[src/lpmd_pkg.sv]
// ----------------------------------------------------------------------------
// lpmd_pkg: shared types for the length-prefixed message deframer
// Parser phases, result kind codes and the result record that moves
// from the parser through the result queue to the output stage.
// ----------------------------------------------------------------------------
package lpmd_pkg;

	localparam logic [15:0] CAPACITY_AT_RESET = 16'd300;

	typedef enum logic [1:0] {
		PH_LEN_HI = 2'd0,
		PH_LEN_LO = 2'd1,
		PH_ID     = 2'd2,
		PH_BODY   = 2'd3
	} phase_t;

	typedef enum logic [1:0] {
		KIND_ID   = 2'd0,
		KIND_DATA = 2'd1,
		KIND_ERR  = 2'd2
	} kind_t;

	typedef struct packed {
		kind_t       kind;
		logic [7:0]  value;
		logic [15:0] payload_length;
		logic        frame_last;
	} result_t;

	// parser -> queue
	typedef struct packed {
		logic    valid;
		result_t res;
	} push_t;

	// queue -> output stage
	typedef struct packed {
		logic    not_empty;
		result_t head;
	} head_t;

endpackage

[src/lpmd_front.sv]
// ----------------------------------------------------------------------------
// lpmd_front: frame parser
// Tracks the frame phase per accepted byte, holds the capacity register
// and produces at most one result record per byte.
// ----------------------------------------------------------------------------
module lpmd_front (
	input  logic             clk,
	input  logic             arst_n,
	input  logic             cfg_wr_en,
	input  logic [15:0]      cfg_wr_data,
	input  logic             accept,
	input  logic [7:0]       rx_byte,
	output lpmd_pkg::push_t  push
);
	import lpmd_pkg::*;

	phase_t      phase_q, phase_d;
	logic [7:0]  len_hi_q, len_hi_d;
	logic [15:0] left_q, left_d;
	logic        skip_q, skip_d;
	logic [15:0] max_len_q;
	logic [15:0] frame_len;
	logic [15:0] left_dec;
	logic [15:0] left_body;

	assign frame_len = {len_hi_q, rx_byte};
	assign left_dec  = left_q - 16'd1;
	// body bytes never count below zero
	assign left_body = (left_q != 16'd0) ? left_dec : left_q;

	always_ff @(posedge clk or negedge arst_n) begin
		if (!arst_n) begin
			max_len_q <= CAPACITY_AT_RESET;
		end else if (cfg_wr_en) begin
			max_len_q <= cfg_wr_data;
		end
	end

	always_ff @(posedge clk or negedge arst_n) begin
		if (!arst_n) begin
			phase_q  <= PH_LEN_HI;
			len_hi_q <= '0;
			left_q   <= '0;
			skip_q   <= 1'b0;
		end else begin
			phase_q  <= phase_d;
			len_hi_q <= len_hi_d;
			left_q   <= left_d;
			skip_q   <= skip_d;
		end
	end

	always_comb begin
		phase_d  = phase_q;
		len_hi_d = len_hi_q;
		left_d   = left_q;
		skip_d   = skip_q;
		push     = '0;
		if (accept) begin
			unique case (phase_q)
				PH_LEN_HI: begin
					len_hi_d = rx_byte;
					phase_d  = PH_LEN_LO;
				end
				PH_LEN_LO: begin
					if (frame_len == 16'd0) begin
						phase_d = PH_LEN_HI;
					end else begin
						left_d = frame_len;
						if (frame_len > max_len_q) begin
							skip_d                  = 1'b1;
							phase_d                 = PH_BODY;
							push.valid              = 1'b1;
							push.res.kind           = KIND_ERR;
							push.res.frame_last     = 1'b1;
						end else begin
							skip_d  = 1'b0;
							phase_d = PH_ID;
						end
					end
				end
				PH_ID: begin
					left_d                  = left_dec;
					phase_d                 = (left_dec == 16'd0) ? PH_LEN_HI : PH_BODY;
					push.valid              = 1'b1;
					push.res.kind           = KIND_ID;
					push.res.value          = rx_byte;
					push.res.payload_length = left_dec;
					push.res.frame_last     = (left_dec == 16'd0);
				end
				PH_BODY: begin
					left_d = left_body;
					if (left_body == 16'd0) begin
						phase_d = PH_LEN_HI;
					end
					if (skip_q) begin
						if (left_body == 16'd0) begin
							skip_d = 1'b0;
						end
					end else begin
						push.valid          = 1'b1;
						push.res.kind       = KIND_DATA;
						push.res.value      = rx_byte;
						push.res.frame_last = (left_body == 16'd0);
					end
				end
			endcase
		end
	end

endmodule

[src/lpmd_queue.sv]
// ----------------------------------------------------------------------------
// lpmd_queue: result queue
// Small circular buffer between parser and output stage so either
// side can stall on its own.
// ----------------------------------------------------------------------------
module lpmd_queue #(
	parameter int DEPTH = 4
) (
	input  logic             clk,
	input  logic             arst_n,
	input  lpmd_pkg::push_t  push,
	input  logic             pop,
	output lpmd_pkg::head_t  head,
	output logic             full
);
	import lpmd_pkg::*;

	localparam int AW = $clog2(DEPTH);
	localparam int CW = $clog2(DEPTH + 1);

	result_t        mem [DEPTH];
	logic [AW-1:0]  wr_ptr_q;
	logic [AW-1:0]  rd_ptr_q;
	logic [CW-1:0]  count_q;
	logic           do_push;
	logic           do_pop;

	assign do_push = push.valid && !full;
	assign do_pop  = pop && (count_q != '0);
	assign full    = (count_q == CW'(DEPTH));

	assign head.not_empty = (count_q != '0);
	assign head.head      = mem[rd_ptr_q];

	always_ff @(posedge clk) begin
		if (do_push) begin
			mem[wr_ptr_q] <= push.res;
		end
	end

	always_ff @(posedge clk or negedge arst_n) begin
		if (!arst_n) begin
			wr_ptr_q <= '0;
			rd_ptr_q <= '0;
			count_q  <= '0;
		end else begin
			if (do_push) begin
				wr_ptr_q <= (wr_ptr_q == AW'(DEPTH - 1)) ? '0 : wr_ptr_q + 1'b1;
			end
			if (do_pop) begin
				rd_ptr_q <= (rd_ptr_q == AW'(DEPTH - 1)) ? '0 : rd_ptr_q + 1'b1;
			end
			case ({do_push, do_pop})
				2'b10:   count_q <= count_q + 1'b1;
				2'b01:   count_q <= count_q - 1'b1;
				default: count_q <= count_q;
			endcase
		end
	end

	a_count_bound: assert property (@(posedge clk) disable iff (!arst_n)
		count_q <= CW'(DEPTH))
		else $error("queue count above depth");

	a_no_push_full: assert property (@(posedge clk) disable iff (!arst_n)
		full |-> !push.valid)
		else $error("parser pushed into a full queue");

	a_push_lands: assert property (@(posedge clk) disable iff (!arst_n)
		(do_push && !do_pop) |=> count_q == $past(count_q) + 1'b1)
		else $error("pushed record not counted");

endmodule

[src/lpmd_back.sv]
// ----------------------------------------------------------------------------
// lpmd_back: output stage
// Registers the queue head onto the result channel; refills whenever
// the register is empty or its record is taken.
// ----------------------------------------------------------------------------
module lpmd_back (
	input  logic              clk,
	input  logic              arst_n,
	input  lpmd_pkg::head_t   head,
	output logic              pop,
	input  logic              out_stall,
	output logic              out_valid,
	output lpmd_pkg::result_t out_res
);
	import lpmd_pkg::*;

	logic    out_valid_q;
	result_t out_q;

	assign pop       = head.not_empty && (!out_valid_q || !out_stall);
	assign out_valid = out_valid_q;
	assign out_res   = out_q;

	always_ff @(posedge clk or negedge arst_n) begin
		if (!arst_n) begin
			out_valid_q <= 1'b0;
		end else if (pop) begin
			out_valid_q <= 1'b1;
		end else if (!out_stall) begin
			out_valid_q <= 1'b0;
		end
	end

	always_ff @(posedge clk) begin
		if (pop) begin
			out_q <= head.head;
		end
	end

endmodule

[src/length_prefixed_message_deframer_core.sv]
// ----------------------------------------------------------------------------
// length_prefixed_message_deframer_core: byte stream frame splitter
// Splits a byte stream into frames of a 16-bit big-endian length, an id
// byte and length-1 payload bytes; emits the id with its payload count,
// then each payload byte, marking the last result of each frame.
// Oversized frames give one error result and are skipped whole.
//
// channel  | direction | handshake           | payload
// ---------+-----------+---------------------+-----------------------------------
// input    | in        | in_valid / in_stall | rx_byte
// result   | out       | out_valid/out_stall | kind, value, payload_length,
//          |           |                     | frame_last
// config   | in        | cfg_wr_en           | cfg_wr_data (max_message_length)
//
// One byte per cycle sustained while the result queue is not full; the parser
// is combinational, so a result is written into the queue at its byte transfer
// edge and moves on to the output register once that register is free.
// in_stall rises only when the QUEUE_DEPTH-entry result queue is full, so
// a stalled result side backs up into the input after QUEUE_DEPTH + 1
// results (queue plus output register); in_stall falls the cycle after a
// record leaves the queue.
// Reset clears the parser phase, counters, queue and output valid; the
// capacity register returns to 300.
// ----------------------------------------------------------------------------
module length_prefixed_message_deframer_core #(
	parameter int QUEUE_DEPTH = 4
) (
	input  logic        clk,
	input  logic        arst_n,
	// configuration
	input  logic        cfg_wr_en,
	input  logic [15:0] cfg_wr_data,
	// byte input
	input  logic        in_valid,
	output logic        in_stall,
	input  logic [7:0]  rx_byte,
	// results
	output logic        out_valid,
	input  logic        out_stall,
	output logic [1:0]  kind,
	output logic [7:0]  value,
	output logic [15:0] payload_length,
	output logic        frame_last
);
	import lpmd_pkg::*;

	push_t   push;
	head_t   head;
	result_t out_res;
	logic    q_full;
	logic    pop;
	logic    in_xfer;

	// input transfer: parser state advances only here
	assign in_stall = q_full;
	assign in_xfer  = in_valid && !in_stall;

	lpmd_front u_front (
		.clk         (clk),
		.arst_n      (arst_n),
		.cfg_wr_en   (cfg_wr_en),
		.cfg_wr_data (cfg_wr_data),
		.accept      (in_xfer),
		.rx_byte     (rx_byte),
		.push        (push)
	);

	// decouples the parser from result-side stalls
	lpmd_queue #(
		.DEPTH (QUEUE_DEPTH)
	) u_queue (
		.clk    (clk),
		.arst_n (arst_n),
		.push   (push),
		.pop    (pop),
		.head   (head),
		.full   (q_full)
	);

	lpmd_back u_back (
		.clk       (clk),
		.arst_n    (arst_n),
		.head      (head),
		.pop       (pop),
		.out_stall (out_stall),
		.out_valid (out_valid),
		.out_res   (out_res)
	);

	assign kind           = out_res.kind;
	assign value          = out_res.value;
	assign payload_length = out_res.payload_length;
	assign frame_last     = out_res.frame_last;

endmodule

[config.mk]
export PLATFORM = sky130hd
export DESIGN_NAME = length_prefixed_message_deframer_core
export DESIGN_NICKNAME = d
export VERILOG_FILES = /design/src/lpmd_pkg.sv /design/src/lpmd_front.sv /design/src/lpmd_queue.sv /design/src/lpmd_back.sv /design/src/length_prefixed_message_deframer_core.sv
export SDC_FILE = /design/constraint.sdc
export NUM_CORES = 1
export LEC_CHECK = 0
export BUFFER_PORTS_ARGS = -buffer_cell sky130_fd_sc_hd__clkbuf_2
export CAP_MARGIN = 20
export CORE_MARGIN = 2
export CORE_UTILIZATION = 65
export CTS_CLUSTER_DIAMETER = 120
export CTS_CLUSTER_SIZE = 14
export DETAILED_ROUTE_END_ITERATION = 10
export GPL_ROUTABILITY_DRIVEN = 0
export HOLD_SLACK_MARGIN = 0.12
export MAX_ROUTING_LAYER = met4
export PLACE_DENSITY = 0.9
export REMOVE_ABC_BUFFERS = 1
export SLEW_MARGIN = 25
export SYNTH_ARGS = -nofsm -noshare
export SYNTH_HDL_FRONTEND = slang
export SYNTH_HIERARCHICAL = 1
export SYNTH_SLANG_ARGS = --single-unit
export TNS_END_PERCENT = 1
[constraint.sdc]
create_clock -name clk -period 5.3 [get_ports clk]
set_clock_uncertainty 0.2 [all_clocks]
set_input_delay 1.59 -clock clk [delete_from_list [all_inputs] [get_ports clk]]
set_output_delay 1.59 -clock clk [all_outputs]
set_load 0.02 [all_outputs]
==> reports/results.ini <==
[sta]
period_minus_slack_ps=4630
tightestPinTransition_ps=695
rsz0062_at_grt=no
setup_viol=0
slew_headroom_pct=53.6
final.setup.worst_slack_ps=672
whs_ps=313
slew_violations=0
finalHoldViolations=0
setup_tns_ps=0
max_freq_mhz=216
post-route-period-util_pct=87.3

[synth]
synth_area_leader_cell=edfxtp_1
avgSynthCellArea_um2=14.6
synth_edf_count=135
synth_area_um2=8160
synth_top_area_share_pct=49.7
synth.most_common_cell=edfxtp_1
synthTopCellsByArea=edfxtp_1 50%, dfrtp_1 14%, mux4_2 7.2%, ha_1 3.8%, mux2_2 2.2%
synthCells=558
ys_seq_elements=186
synth_common_cells=135 x edfxtp_1, 47 x dfrtp_1, 41 x nor2_1
ys_async_sr_fraction_pct=27.4
synth_warnings=6
yosysSeqAreaShare_pct=65.4
ys_types=66
synth-main-ff-cell=edfxtp_1

[clock_network]
cts_made_buffers=17
ctsHoldBuffers=0
path_clk_slew_ps=60
cts_tree=done
post_cts_buffers=0
cts-root-buf=clkbuf_16
htree_levels=4
clkLatencyLatePin_ps=430
clock_path_buffers=2
cts.sinks=186
cts-resized-gates=0

[global_routing]
grt_pass1_wl_mm=26.1
grt_max_degree=52
grt_antenna_before_repair=0
overflow=0
grt_usage_pct=27.2
grt_pass1_vias=5082

[detailed_routing]
drtPass1Iterations=5
drc=0
wire_per_inst_um=20.2
drtAntennaViolNets=0
viasPerCell=6.22
vias=4991
drt_iter0_drc=589
wl_mm=16.2

[setup_path]
worstPathRequired_ps=5410
slowest_stage=ha_1
path_buf_inv=4
start_kind=input port
critPathKind=input port to register
arrival_ps=4740
critical-path-max-stage-delay_ps=350
cp_max_fo=7
crit_top_cell=nor2_1
path_delay_family=compound AO/OA/AOI/OAI gates
cp_cell_sequence=clkbuf_2, ha_1, nand2_1, o21ai_0, nor2_1, a211o_1, a311oi_1, buf_4, a21oi_1, nor2_1, nor2b_2, inv_1, ha_1, inv_1, fa_1, xor2_1, nor2_1, xor2_1
worst_setup_path_end_kind=register

[layout]
finalNetCount=676
final_cell_count_no_fill=802
antenna_cells=0
drive_above_1_share_pct=24.8
syn2layout_area_growth_pct=13.2
nFillCells=702

[run]
maxCapViolCount=0

[place]
dp.cells=770
pre_cts_slack_ps=335
io_buffer_count=57
post-dp-hpwl_mm=10.3

[run_status]
status=completed

[min_path]
hold_class=register to register

[floorplanning]
ioPinCount=58
dieArea_um2=13500
dieWidth_um=116
core.rowCount=40
die_h_um=116
start_util_pct=67.3
core_area_um2=12100

[pwr]
pwr_density_cell_nw_per_um2=467
leakage_nw=3.55
swShare_pct=31.0
power.switching_mw=1.34
p_seq_share_pct=46.3
p_clk_share_pct=28.7
ir_drop_mv=0.313
pwr-share-comb_pct=24.9
intPower_mw=2.97

-- final cells by class --
cell class / instances / area (um2) / share of cell area (%)
flip-flops and latches: 186 / 5340 / 57.8
clock buffers: 18 / 439 / 4.76
repair buffers: 66 / 390 / 4.23
clock inverters: 14 / 148 / 1.60
inverters: 32 / 120 / 1.30
well taps: 168 / 210 / 2.28
multi-input cells: 318 / 2580 / 28.0
-- final timing paths --
check                                                 start                               to  slack, ps  cells after the start
max                                              rx_byte[7]   u_queue/count_q[2]$_DFFE_PN0P_        670                     18
min                          u_queue/count_q[2]$_DFFE_PN0P_   u_queue/count_q[2]$_DFFE_PN0P_        310                      1
max reg2reg                u_front/max_len_q[5]$_DFFE_PN1P_   u_queue/count_q[2]$_DFFE_PN0P_       1430                     18
min reg2reg                  u_queue/count_q[2]$_DFFE_PN0P_   u_queue/count_q[2]$_DFFE_PN0P_        310                      1
max in group asynchronous                            arst_n  u_queue/rd_ptr_q[0]$_DFFE_PN0P_       3340                      2
min in group asynchronous                            arst_n  u_queue/rd_ptr_q[0]$_DFFE_PN0P_       1070                      2
-- layer usage --
metal	part of all wire [%]	vias to the layer above	global-route usage, %	wire length (um)
met1	37	2421	33.3	6070
met4	3.4	0	12.4	549
met2	50	294	44.0	8170
met5	0	-	-	0
met3	8.9	51	6.07	1450
li1	-	2225	-	-
-- logic make-up (layout without fill, tap and decap cells) --
| logic type | Yosys count | in the layout | synth area share (%) |
|---|---|---|---|
| flip-flops | 186 | 186 | 65.4 |
| AND/OR/NAND/NOR | 145 | 145 | 9.21 |
| AO/OA/AOI/OAI | 91 | 91 | 7.20 |
| buffers and inverters | 54 | 130 | 2.98 |
| multiplexers | 44 | 44 | 9.83 |
| adder cells (fa/ha/maj) | 26 | 26 | 4.08 |
| XOR/XNOR | 12 | 12 | 1.29 |
-- placed cells by master, fill, tap and decap left out, types with 4 or more instances in the layout --
cell type / synthesis / layout
dfrtp_1: 47 / 46
nor2b_1: 4 / 4
nand3_1: 5 / 5
mux2_2: 16 / 16
mux4_2: 26 / 26
clkinv_4: 0 / 4
a22oi_1: 4 / 4
ha_1: 25 / 25
o21ai_0: 32 / 31
clkinv_2: 0 / 4
a21o_1: 5 / 5
a21oi_1: 18 / 18
edfxtp_1: 135 / 135
clkbuf_2: 0 / 57
nand4_1: 6 / 6
xor2_1: 6 / 6
buf_4: 1 / 6
xnor2_1: 6 / 6
dfstp_2: 4 / 4
clkbuf_16: 0 / 17
nor3_1: 9 / 8
nor2_1: 41 / 41
inv_1: 31 / 31
nand2_1: 37 / 37
and2_1: 14 / 14
o2bb2ai_1: 5 / 5
nor4_1: 7 / 7
-- sequential cells by signal, summed over array words and instances, names as in the netlist --
| signal | cells |
|---|---|
| u_queue/mem | 108 |
| u_back/out_res | 27 |
| u_front/left_q | 16 |
| u_front/max_len_q | 16 |
| u_front/len_hi_q | 8 |
| u_queue/count_q | 3 |
| u_front/phase_q | 2 |
| u_queue/rd_ptr_q | 2 |
| u_queue/wr_ptr_q | 2 |
| u_back/out_valid | 1 |
| u_front/skip_q | 1 |
-- stage by stage --
stage	utilization, %	instance area, um2	power [mW]
final	76.2	9230	4.31
after global routing	76.2	9230	4.50
after CTS	76.1	9220	4.33
after detailed placement	71.3	8630	3.08
after global placement	71.3	8630	3.00
after floorplan	-	8030	2.75
-- power groups by stage --
stage                     Combinational, mW  Sequential [mW]  Clock, mW
final                                  1.07             2.00       1.24
after global routing                   1.17             2.03       1.31
after CTS                              1.08             1.99       1.26
after detailed placement               1.06             2.02          0
after global placement                0.997             2.00          0
after floorplan                       0.630             2.12          0
Note: power is estimated with default switching activity, not from simulation.
